**src/acct_pkg.sv**
```systemverilog
// Shared types and constants for the accelerate-then-cruise travel time block.
package acct_pkg;

  localparam int unsigned WORD_W  = 64;  // dividend / radicand / quotient
  localparam int unsigned DVSR_W  = 17;  // divisor (2*accel needs 17 bits)
  localparam int unsigned REM_W   = 35;  // partial remainder incl. shifted-in bits
  localparam int unsigned ROOT_W  = 32;
  localparam int unsigned CNT_W   = 6;
  localparam int unsigned MUL_A_W = 24;
  localparam int unsigned MUL_B_W = 28;
  localparam int unsigned PROD_W  = MUL_A_W + MUL_B_W;
  localparam int unsigned TIME_W  = 44;

  localparam logic [CNT_W-1:0] DIV_LAST  = 6'd63;  // 64 quotient bits
  localparam logic [CNT_W-1:0] SQRT_LAST = 6'd31;  // 32 root bits

  // 1e6 = 5^6 * 2^6 and 2e12 = 5^12 * 2^13: odd factor multiplied, power of two shifted
  localparam logic [MUL_B_W-1:0] FIVE_POW6  = 28'd15625;
  localparam logic [MUL_B_W-1:0] FIVE_POW12 = 28'd244140625;

  typedef enum logic [0:0] {
    DS_DIV  = 1'b0,
    DS_SQRT = 1'b1
  } ds_mode_t;

  typedef struct packed {
    logic     start;
    ds_mode_t mode;
  } ds_cmd_t;

  typedef struct packed {
    logic busy;
    logic done;
  } ds_stat_t;

endpackage

```
**src/acct_divsqrt.sv**
```systemverilog
// Shared shift-subtract unit: restoring divide (one bit per cycle) or square root.
module acct_divsqrt (
  input  logic                               clk,
  input  logic                               rst,
  input  acct_pkg::ds_cmd_t                  cmd,
  input  logic [acct_pkg::WORD_W-1:0]        operand,
  input  logic [acct_pkg::DVSR_W-1:0]        divisor,
  output acct_pkg::ds_stat_t                 stat,
  output logic [acct_pkg::WORD_W-1:0]        result
);

  logic [acct_pkg::WORD_W-1:0] word;
  logic [acct_pkg::REM_W-1:0]  rem;
  logic [acct_pkg::ROOT_W-1:0] root;
  logic [acct_pkg::DVSR_W-1:0] dvsr;
  acct_pkg::ds_mode_t          mode;
  logic [acct_pkg::CNT_W-1:0]  cnt;
  logic                        busy;
  logic                        done;

  logic [acct_pkg::REM_W-1:0]  rem_sh;
  logic [acct_pkg::REM_W-1:0]  sub_b;
  logic [acct_pkg::REM_W:0]    diff;
  logic                        ge;
  logic [acct_pkg::REM_W-1:0]  rem_next;
  logic [acct_pkg::CNT_W-1:0]  last;

  // one subtractor serves both modes
  always_comb begin
    case (mode)
      acct_pkg::DS_SQRT: begin
        rem_sh = {rem[acct_pkg::REM_W-3:0], word[acct_pkg::WORD_W-1 -: 2]};
        sub_b  = {1'b0, root, 2'b01};
        last   = acct_pkg::SQRT_LAST;
      end
      default: begin
        rem_sh = {rem[acct_pkg::REM_W-2:0], word[acct_pkg::WORD_W-1]};
        sub_b  = {{(acct_pkg::REM_W-acct_pkg::DVSR_W){1'b0}}, dvsr};
        last   = acct_pkg::DIV_LAST;
      end
    endcase
    diff     = {1'b0, rem_sh} - {1'b0, sub_b};
    ge       = ~diff[acct_pkg::REM_W];
    rem_next = ge ? diff[acct_pkg::REM_W-1:0] : rem_sh;
  end

  always_ff @(posedge clk) begin
    if (rst) begin
      busy <= 1'b0;
      done <= 1'b0;
      cnt  <= '0;
    end else begin
      done <= 1'b0;
      if (cmd.start) begin
        busy <= 1'b1;
        cnt  <= '0;
      end else if (busy) begin
        cnt <= cnt + acct_pkg::CNT_W'(1);
        if (cnt == last) begin
          busy <= 1'b0;
          done <= 1'b1;
        end
      end
    end
  end

  always_ff @(posedge clk) begin
    if (cmd.start) begin
      word <= operand;
      rem  <= '0;
      root <= '0;
      dvsr <= divisor;
      mode <= cmd.mode;
    end else if (busy) begin
      rem <= rem_next;
      if (mode == acct_pkg::DS_SQRT) begin
        word <= {word[acct_pkg::WORD_W-3:0], 2'b00};
        root <= {root[acct_pkg::ROOT_W-2:0], ge};
      end else begin
        word <= {word[acct_pkg::WORD_W-2:0], ge};
      end
    end
  end

  assign stat.busy = busy;
  assign stat.done = done;
  assign result = (mode == acct_pkg::DS_SQRT)
                  ? {{(acct_pkg::WORD_W-acct_pkg::ROOT_W){1'b0}}, root} : word;

endmodule

```
**src/accel_cruise_travel_time_unit.sv**
```systemverilog
// Top level: sequencer, shared multiplier and divide/sqrt unit for travel time.
// Cruise branch: three divisions; accelerating-only branch: two divisions plus a
//   square root; an invalid item goes straight to the output register.
// Throughput: one item at a time; a new item is accepted only after the previous
//   result has been loaded into the output register.
// Reset: sequencer to idle, no result pending, divide/sqrt unit idle; datapath registers are not reset.
module accel_cruise_travel_time_unit (
  input  logic        clk,
  input  logic        rst,
  input  logic        in_valid,
  output logic        in_ready,
  input  logic [16:0] accel,
  input  logic [16:0] cruise_speed,
  input  logic [23:0] distance,
  output logic        out_valid,
  input  logic        out_ready,
  output logic        ok,
  output logic [43:0] travel_time_us
);

  // One-hot sequencer. Each division is mul -> launch -> wait.
  typedef enum logic [15:0] {
    ST_IDLE      = 16'h0001,
    ST_MUL_VV    = 16'h0002,  // v*v
    ST_DIV_DACC  = 16'h0004,  // v*v / (2a)
    ST_WAIT_DACC = 16'h0008,
    ST_MUL_T1    = 16'h0010,  // v*1e6
    ST_DIV_T1    = 16'h0020,  // / a
    ST_WAIT_T1   = 16'h0040,
    ST_MUL_T2    = 16'h0080,  // (d - d_acc)*1e6
    ST_DIV_T2    = 16'h0100,  // / v
    ST_WAIT_T2   = 16'h0200,
    ST_MUL_X     = 16'h0400,  // 2e12*d
    ST_DIV_X     = 16'h0800,  // / a
    ST_WAIT_X    = 16'h1000,
    ST_SQRT_X    = 16'h2000,  // launch root of the quotient
    ST_WAIT_SQ   = 16'h4000,
    ST_FINISH    = 16'h8000   // hand result to output register
  } state_t;

  state_t state;
  state_t state_next;

  // latched operands (a and v positive, d non-negative, once the validity check passes)
  logic [15:0] a_r;
  logic [15:0] v_r;
  logic [22:0] d_r;
  logic [22:0] diff_r;                     // d - d_acc, cruise branch only
  logic [acct_pkg::PROD_W-1:0] prod;
  logic [acct_pkg::TIME_W-1:0] t_acc;
  logic                        ok_c;

  logic [acct_pkg::MUL_A_W-1:0] mul_a;
  logic [acct_pkg::MUL_B_W-1:0] mul_b;

  acct_pkg::ds_cmd_t               ds_cmd;
  acct_pkg::ds_stat_t              ds_stat;
  logic [acct_pkg::WORD_W-1:0]     ds_operand;
  logic [acct_pkg::DVSR_W-1:0]     ds_divisor;
  logic [acct_pkg::WORD_W-1:0]     ds_result;

  logic in_ok;
  logic in_acc;
  logic out_load;

  assign in_ready = (state == ST_IDLE);
  assign in_acc   = in_valid & in_ready;
  // accel > 0, speed > 0, distance >= 0
  assign in_ok = ~accel[16] & (accel[15:0] != 16'd0)
               & ~cruise_speed[16] & (cruise_speed[15:0] != 16'd0)
               & ~distance[23];
  assign out_load = (state == ST_FINISH) & (~out_valid | out_ready);

  acct_divsqrt u_divsqrt (
    .clk     (clk),
    .rst     (rst),
    .cmd     (ds_cmd),
    .operand (ds_operand),
    .divisor (ds_divisor),
    .stat    (ds_stat),
    .result  (ds_result)
  );

  // multiplier operand select
  always_comb begin
    case (state)
      ST_MUL_VV: begin
        mul_a = {8'b0, v_r};
        mul_b = {12'b0, v_r};
      end
      ST_MUL_T1: begin
        mul_a = {8'b0, v_r};
        mul_b = acct_pkg::FIVE_POW6;
      end
      ST_MUL_T2: begin
        mul_a = {1'b0, diff_r};
        mul_b = acct_pkg::FIVE_POW6;
      end
      ST_MUL_X: begin
        mul_a = {1'b0, d_r};
        mul_b = acct_pkg::FIVE_POW12;
      end
      default: begin
        mul_a = '0;
        mul_b = '0;
      end
    endcase
  end

  // divide/sqrt launch; powers of two from 1e6 and 2e12 applied as shifts
  always_comb begin
    ds_cmd.start = 1'b0;
    ds_cmd.mode  = acct_pkg::DS_DIV;
    ds_operand   = '0;
    ds_divisor   = {1'b0, a_r};
    case (state)
      ST_DIV_DACC: begin
        ds_cmd.start = 1'b1;
        ds_operand   = {12'b0, prod};
        ds_divisor   = {a_r, 1'b0};
      end
      ST_DIV_T1: begin
        ds_cmd.start = 1'b1;
        ds_operand   = {6'b0, prod, 6'b0};
      end
      ST_DIV_T2: begin
        ds_cmd.start = 1'b1;
        ds_operand   = {6'b0, prod, 6'b0};
        ds_divisor   = {1'b0, v_r};
      end
      ST_DIV_X: begin
        ds_cmd.start = 1'b1;
        ds_operand   = {prod[acct_pkg::PROD_W-2:0], 13'b0};
      end
      ST_SQRT_X: begin
        ds_cmd.start = 1'b1;
        ds_cmd.mode  = acct_pkg::DS_SQRT;
        ds_operand   = ds_result;
      end
      default: begin
        ds_cmd.start = 1'b0;
      end
    endcase
  end

  always_comb begin
    state_next = state;
    case (state)
      ST_IDLE:      if (in_acc) state_next = in_ok ? ST_MUL_VV : ST_FINISH;
      ST_MUL_VV:    state_next = ST_DIV_DACC;
      ST_DIV_DACC:  state_next = ST_WAIT_DACC;
      ST_WAIT_DACC: begin
        if (ds_stat.done) begin
          state_next = ({41'b0, d_r} >= ds_result) ? ST_MUL_T1 : ST_MUL_X;
        end
      end
      ST_MUL_T1:    state_next = ST_DIV_T1;
      ST_DIV_T1:    state_next = ST_WAIT_T1;
      ST_WAIT_T1:   if (ds_stat.done) state_next = ST_MUL_T2;
      ST_MUL_T2:    state_next = ST_DIV_T2;
      ST_DIV_T2:    state_next = ST_WAIT_T2;
      ST_WAIT_T2:   if (ds_stat.done) state_next = ST_FINISH;
      ST_MUL_X:     state_next = ST_DIV_X;
      ST_DIV_X:     state_next = ST_WAIT_X;
      ST_WAIT_X:    if (ds_stat.done) state_next = ST_SQRT_X;
      ST_SQRT_X:    state_next = ST_WAIT_SQ;
      ST_WAIT_SQ:   if (ds_stat.done) state_next = ST_FINISH;
      ST_FINISH:    if (out_load) state_next = ST_IDLE;
      default:      state_next = ST_IDLE;
    endcase
  end

  // control
  always_ff @(posedge clk) begin
    if (rst) begin
      state     <= ST_IDLE;
      out_valid <= 1'b0;
    end else begin
      state <= state_next;
      if (out_load) begin
        out_valid <= 1'b1;
      end else if (out_ready) begin
        out_valid <= 1'b0;
      end
    end
  end

  // datapath
  always_ff @(posedge clk) begin
    prod <= mul_a * mul_b;
    if (in_acc) begin
      a_r   <= accel[15:0];
      v_r   <= cruise_speed[15:0];
      d_r   <= distance[22:0];
      ok_c  <= in_ok;
      t_acc <= '0;
    end
    case (state)
      ST_WAIT_DACC: diff_r <= d_r - ds_result[22:0];
      ST_WAIT_T1:   if (ds_stat.done) t_acc <= ds_result[acct_pkg::TIME_W-1:0];
      ST_WAIT_T2: begin
        if (ds_stat.done) t_acc <= t_acc + ds_result[acct_pkg::TIME_W-1:0];
      end
      ST_WAIT_SQ:   if (ds_stat.done) t_acc <= ds_result[acct_pkg::TIME_W-1:0];
      default: begin
      end
    endcase
    if (out_load) begin
      ok             <= ok_c;
      travel_time_us <= t_acc;
    end
  end

endmodule
```
**config.mk**
```make
export PLATFORM = sky130hd
export DESIGN_NAME = accel_cruise_travel_time_unit
export DESIGN_NICKNAME = d
export VERILOG_FILES = /design/src/acct_pkg.sv /design/src/acct_divsqrt.sv /design/src/accel_cruise_travel_time_unit.sv
export SDC_FILE = /design/constraint.sdc
export NUM_CORES = 2
export LEC_CHECK = 0
export BUFFER_PORTS_ARGS = -buffer_cell sky130_fd_sc_hd__buf_2
export CORE_MARGIN = 3
export CORE_UTILIZATION = 65
export CTS_CLUSTER_DIAMETER = 30
export DETAILED_ROUTE_END_ITERATION = 8
export GPL_TIMING_DRIVEN = 0
export MAX_ROUTING_LAYER = met4
export PLACE_DENSITY_LB_ADDON = 0.3
export SETUP_SLACK_MARGIN = 0.2
export SYNTH_ARGS = -nofsm -noshare
export SYNTH_HDL_FRONTEND = slang
export SYNTH_SLANG_ARGS = --single-unit
export TNS_END_PERCENT = 10
```
**constraint.sdc**
```tcl
create_clock -name clk -period 11.7 [get_ports clk]
set_input_delay 2.34 -clock clk [delete_from_list [all_inputs] [get_ports clk]]
set_output_delay 2.34 -clock clk [all_outputs]
set_load 0.03 [all_outputs]
```
Yosys cells after proc, flatten, opt, wreduce, memory -nomap -nowiden
Index checks and enable logic that the tools add are counted.
{"block": "word_totals", "n_memories": 0, "out_inout_bits": 47, "input_bits": 62, "register_bits": 393, "latch_bits": 0, "ram_bits": 0, "rom_bits": 0}
{"block": "op_classes", "bitwise_logic": 13, "div_mod_pow": 0, "n_addsub": 4, "n_eq_ne": 23, "n_lt_le_gt_ge": 1, "n_shift": 0, "muxes": 33, "n_mul": 1, "reduce_logical": 14}
{"op": "64-bit two-way mux", "n": 4}
{"op": "64-bit one-hot mux with 4 select lines", "n": 1}
{"op": "16-bit one-hot mux with 15 select lines", "n": 1}
{"op": "44-bit two-way mux", "n": 3}
{"op": "16-bit two-way mux", "n": 7}
{"op": "44-bit one-hot mux with 2 select lines", "n": 1}
{"op": "28-bit one-hot mux with 3 select lines", "n": 1}
{"op": "23-bit one-hot mux with 3 select lines", "n": 1}
{"op": "34-bit two-way mux", "n": 2}
{"op": "23-bit by 64-bit >= comparator with 1-bit output", "n": 1}
{"op": "24-bit by 28-bit multiplier with 52-bit output", "n": 1}
{"op": "44-bit adder", "n": 1}
{"op": "35-bit by 34-bit subtractor with 36-bit output", "n": 1}
{"op": "35-bit two-way mux", "n": 1}
{"op": "17-bit one-hot mux with 2 select lines", "n": 1}
{"op": "16-bit nonzero test", "n": 2}
{"op": "23-bit subtractor", "n": 1}
{"op": "16-bit by 1-bit == test with 1-bit output (second input constant)", "n": 1}
{"op": "16-bit by 10-bit == test with 1-bit output (second input constant)", "n": 1}
{"op": "16-bit by 11-bit == test with 1-bit output (second input constant)", "n": 1}
{"op": "16-bit by 12-bit == test with 1-bit output (second input constant)", "n": 1}
{"op": "16-bit by 13-bit == test with 1-bit output (second input constant)", "n": 1}
{"op": "16-bit by 14-bit == test with 1-bit output (second input constant)", "n": 1}
{"op": "16-bit by 15-bit == test with 1-bit output (second input constant)", "n": 1}
{"op": "25 further kinds", "n": 52}

Logic depth before layout (Yosys ltp)
{"block": "logic_depth", "depth_word": 8, "mapped_depth": 38, "mapped_depth_nobuf": 34}

Hierarchy
From an unflattened synthesis, not the netlist that was laid out.
{"block": "hier_totals", "hier_cells": 4337, "hier_area_um2": 39873.2}
{"module": "accel_cruise_travel_time_unit", "n_inst": 1, "seq_area_each_um2": 5985.7, "cells_each": 3264, "area_each_um2": 30242.8}
{"module": "acct_divsqrt", "n_inst": 1, "seq_area_each_um2": 3943.8, "cells_each": 1073, "area_each_um2": 9630.5}

Worst setup path before layout
Ideal clock, no wire load.
{"block": "synth_timing", "path_kind": "register to register", "start": "register state[9]", "end": "register prod[28] in the netlist's numbering", "slack_ps": 3333, "t_arrival_ps": 8243, "path_stages_with_launch": 33, "synth_period_minus_slack_ps": 8367, "n_path_buf": 2, "setup_time_ps": 125, "path_cell_list": "dfxtp_1 > nor4_2 > nand2_1 > nor2_1 > nand3_1 > nor3b_2 > buf_2 > buf_2 > nand2_1 > nand2_1 > nand2_1 > fa_1 > fa_1 > fa_1 > inv_1 > fa_1 > inv_1 > fa_1 > inv_1 > fa_1 > inv_1 > fa_1 > inv_1 > ha_1 > o21a_1 > o31a_1 > a211o_2 > a31oi_4 > nor2b_2 > a211o_2 > a221o_1 > a21oi_2 > xnor2_1"}
{"block": "synth_between", "elab_chain_cells": 4, "word_cells_on_any_way": 9, "classes_between": "mul: 1; eq/ne: 4; mux: 2; reduce/logical: 2"}
{"element": "start: declaration", "line": "accel_cruise_travel_time_unit.sv:41", "rtl": "state_t state;"}
{"element": "start signal: assignment", "line": "accel_cruise_travel_time_unit.sv:179", "rtl": "state <= state_next;"}
{"element": "16-bit by 5-bit == test with 1-bit output (tied with other cells)", "line": "accel_cruise_travel_time_unit.sv:86", "rtl": "case (state)"}
{"element": "2-bit OR reduction (no line)"}
{"element": "23-bit one-hot mux with 3 select lines or 28-bit one-hot mux with 3 select lines (tied branches)", "line": "accel_cruise_travel_time_unit.sv:86"}
{"element": "24-bit by 28-bit multiplier with 52-bit output *", "line": "accel_cruise_travel_time_unit.sv:190", "rtl": "prod <= mul_a * mul_b;"}
{"element": "end signal: assignment", "line": "accel_cruise_travel_time_unit.sv:190"}
{"element": "end: declaration", "line": "accel_cruise_travel_time_unit.sv:49", "rtl": "logic [acct_pkg::PROD_W-1:0] prod;"}
Every way passes the cells marked *; elsewhere a longest branch is shown, timed or not.
A chain may end at the register's enable or synchronous reset.

Worst setup path in the final report
{"block": "layout_timing", "start": "register state[9]", "end": "register prod[49] in the netlist's numbering"}
The elaborated chain is that of the path after synthesis.

==> flow_metrics.env <==
export IMPL_die_area_mm2=0.06346
export IMPL_fill_cells=4439
export IMPL_r2r_cells=33
export IMPL_crit_type="flip-flop to flip-flop"
export IMPL_min_path_cells=0
export IMPL_cts_max_level=3
export IMPL_max_slew_margin=0.03270
export IMPL_final_cell_mix="677 x inv_1, 434 x fa_1, 414 x nand2_1"
export IMPL_cp_common_cell="fa_1"
export IMPL_drtAntennaViolNets=0
export IMPL_multi_input_area_mm2=0.02623
export IMPL_ys_warn_count=0
export IMPL_cts_sinks=393
export IMPL_grt_pass1_wl_mm=197.3
export IMPL_power_leakage_uw=0.02095
export IMPL_syn_inst=4238
export IMPL_worstMarginPinSlew_ps=1451
export IMPL_routabilityCongestion=1.047
export IMPL_design_area_mm2=0.04413
export IMPL_fin_ws_ps=1004
export IMPL_wl_per_cell_um=24.45
export IMPL_synth_edf_count=206
export IMPL_hold_viol=0
export IMPL_worstPathRequired_ps=12250
export IMPL_r2r_setup_slack_ps=1000
export IMPL_initial_core_util=0.6611
export IMPL_instances_no_fill=5322
export IMPL_routed_wl_mm=130.1
export IMPL_dp_cells=5158
export IMPL_grt_start_max_net_pins=45
export IMPL_whs_endpoint="ok"
export IMPL_drv_slew=0
export IMPL_critPathArrivalTime_ps=11240
export IMPL_clk_path_buf_depth=3
export IMPL_dpl_worst_slack_ps=1262
export IMPL_cts_resized_gates=0
export IMPL_hp_start="ok_c"
export IMPL_chipHeight_um=251.9
export IMPL_finalSetupViolations=0
export IMPL_drive_above_1_share=0.08555
export IMPL_nets=5312
export IMPL_dpl_instance_area_mm2=0.04105
export IMPL_pin_count=109
export IMPL_synth_cell_area_mm2=0.03931
export IMPL_cts_tree="yes"
export IMPL_finalCritPeriodShare=0.9141
export IMPL_route_detailed_drc=0
export IMPL_ys_async_sr_fraction=0
export IMPL_reg2reg_from="state[9]"
export IMPL_clock_latency_ps=640
export IMPL_cts_buffers=86
export IMPL_seq_area_frac_synth=0.2526
export IMPL_seqCellArea_mm2=0.009930
export IMPL_post_cts_buffers=0
export IMPL_cts_reportedPaths_clkPinSlew_ps=60
export IMPL_layout_commonest_cell="inv_1"
export IMPL_cp_end_kind="flip-flop"
export IMPL_drt_vias_per_instance=6.329
export IMPL_ctsHoldBuffers=0
export IMPL_drt_pass1_iter_count=9
export IMPL_grt_overflow=0
export IMPL_antenna_found_initial=0
export IMPL_cp_start_kind="flip-flop"
export IMPL_finClkSkew_ps=66.30
export IMPL_yosysUniqueCellTypes=91
export IMPL_synth_ff_type="edfxtp_1"
export IMPL_post_dp_hpwl_mm=104.9
export IMPL_drt_iter0_drc=4111
export IMPL_num_vias=33685
export IMPL_syn_to_final_growth_pct=12.27
export IMPL_std_cell_rows=89
export IMPL_port_buffers=107
export IMPL_p_per_area_mw_per_mm2=112.9
export IMPL_critPathMaxStageDelay_ps=650
export IMPL_r2r_end="prod[49]"
export IMPL_period_needed_ps=10700
export IMPL_hold_path_class="flip-flop to flip-flop"
export IMPL_maxCapViolCount=0
export IMPL_cp_max_fo=10
export IMPL_slowest_stage="nor3b_2"
export IMPL_ir_drop_mv=0.1668
export IMPL_track_usage=0.4241
export IMPL_grt_pass1_vias=33548
export IMPL_syn_avg_cell_area_um2=9.276
export IMPL_rsz0062_at_grt="false"
export IMPL_setup_tns_final_ps=0
export IMPL_cts_root_buf="clkbuf_16"
export IMPL_power_total_uw=4984
export IMPL_status="finished, final reports clean"
export IMPL_max_freq_ghz=0.09350
export IMPL_synth_ff_latch_count=393
export IMPL_dieWidth_um=251.9
export IMPL_core_area_mm2=0.05946
==> power breakdown <==
| group | switching, uW | leakage [uW] | total (uW) | internal, uW |
|---|---|---|---|---|
| Clock | 887 | 0.00148 | 2540 | 1650 |
| Combinational | 495 | 0.0160 | 810 | 315 |
| Sequential | 96.3 | 0.00342 | 1630 | 1540 |
| Total | 1480 | 0.0209 | 4980 | 3510 |
==> routing by layer <==
metal	wire, um	share of wire	vias to the layer above	GRT usage
li1	-	-	14861	-
met1	47860	0.37	16121	0.5223
met2	58450	0.45	2147	0.6516
met3	13700	0.11	556	0.07772
met4	10090	0.078	0	0.2650
met5	0	0	-	-
==> how the worst max path moves through the flow <==
stage               startpoint  endpoint
finish                state[9]  prod[49]
global route          state[9]  prod[49]
CTS                   state[9]  prod[49]
detailed placement   state[11]  prod[49]
global placement      state[9]  prod[49]
floorplan             state[9]  prod[28]
==> synth_stat cells (all sizes together) (12+ instances only) <==
library cell    n  share of area
inv           682          0.065
fa            434           0.22
nand2         415          0.040
ha            342           0.11
a21oi         278          0.036
nor2          277          0.026
edfxtp        206           0.16
dfxtp         187          0.095
o21ai         140          0.018
clkbuf        119          0.011
a21o          101          0.019
xnor2          83          0.018
nand3          82          0.010
nor2b          71          0.011
a31oi          59          0.011
buf            56         0.0070
a211oi         55          0.011
xor2           54          0.012
a222oi         52          0.013
a22oi          52         0.0099
nor3           42         0.0055
mux2i          39         0.0099
and2           33         0.0053
mux2           33         0.0095
nand2b         33         0.0053
nor4           29         0.0049
and3           26         0.0041
nand4          22         0.0035
o21a           22         0.0042
o21bai         18         0.0034
a221oi         17         0.0038
a22o           17         0.0038
o31ai          12         0.0027
==> cell type report <==
type,count,share of cell area
clock buffers,103,0.05279
inverters,684,0.05818
diodes,2,0.0001134
repair buffers,115,0.01446
flip-flops and latches,393,0.2250
well taps,773,0.02192
multi-input cells,3019,0.5944
clock inverters,58,0.01673
plain buffers,175,0.01642
==> sequential cells by signal, indices dropped and copies added (netlist names), 17 cells and up <==
name	count
diff_r	23
u_divsqrt.word	64
d_r	23
u_divsqrt.rem	34
t_acc	44
travel_time_us	44
prod	52
u_divsqrt.root	32
u_divsqrt.dvsr	17
==> worst max-delay path: cells and delay by family, from the launching register on <==
family | cells | cell delay [ps]
AOI/OAI and AO/OA | 9 | 2350
buffers and inverters | 7 | 1070
xor gates and xnor gates | 1 | 130
DFF | 1 | 350
and+or+nand+nor | 8 | 2700
adders and majority gates | 8 | 3950
==> stage by stage <==
step	hold WS, ps	utilization
finish	437.5	0.7422
global route	437.9	0.7421
CTS	440.5	0.7420
detailed placement	425.8	0.6904
global placement	403.9	0.6884
floorplan	400.3	-
==> kinds of logic after synthesis <==
| group | count (synthesis) | share of synthesized area |
|---|---|---|
| flops | 393 | 0.2526 |
| compound gates | 918 | 0.1571 |
| buf+inv | 859 | 0.08371 |
| other cells | 2 | 0.0001910 |
| simple gates | 1081 | 0.1266 |
| fa+ha+maj | 776 | 0.3299 |
| mux | 72 | 0.01938 |
| xor+xnor | 137 | 0.03052 |
Power figures use the tool's default switching activity.
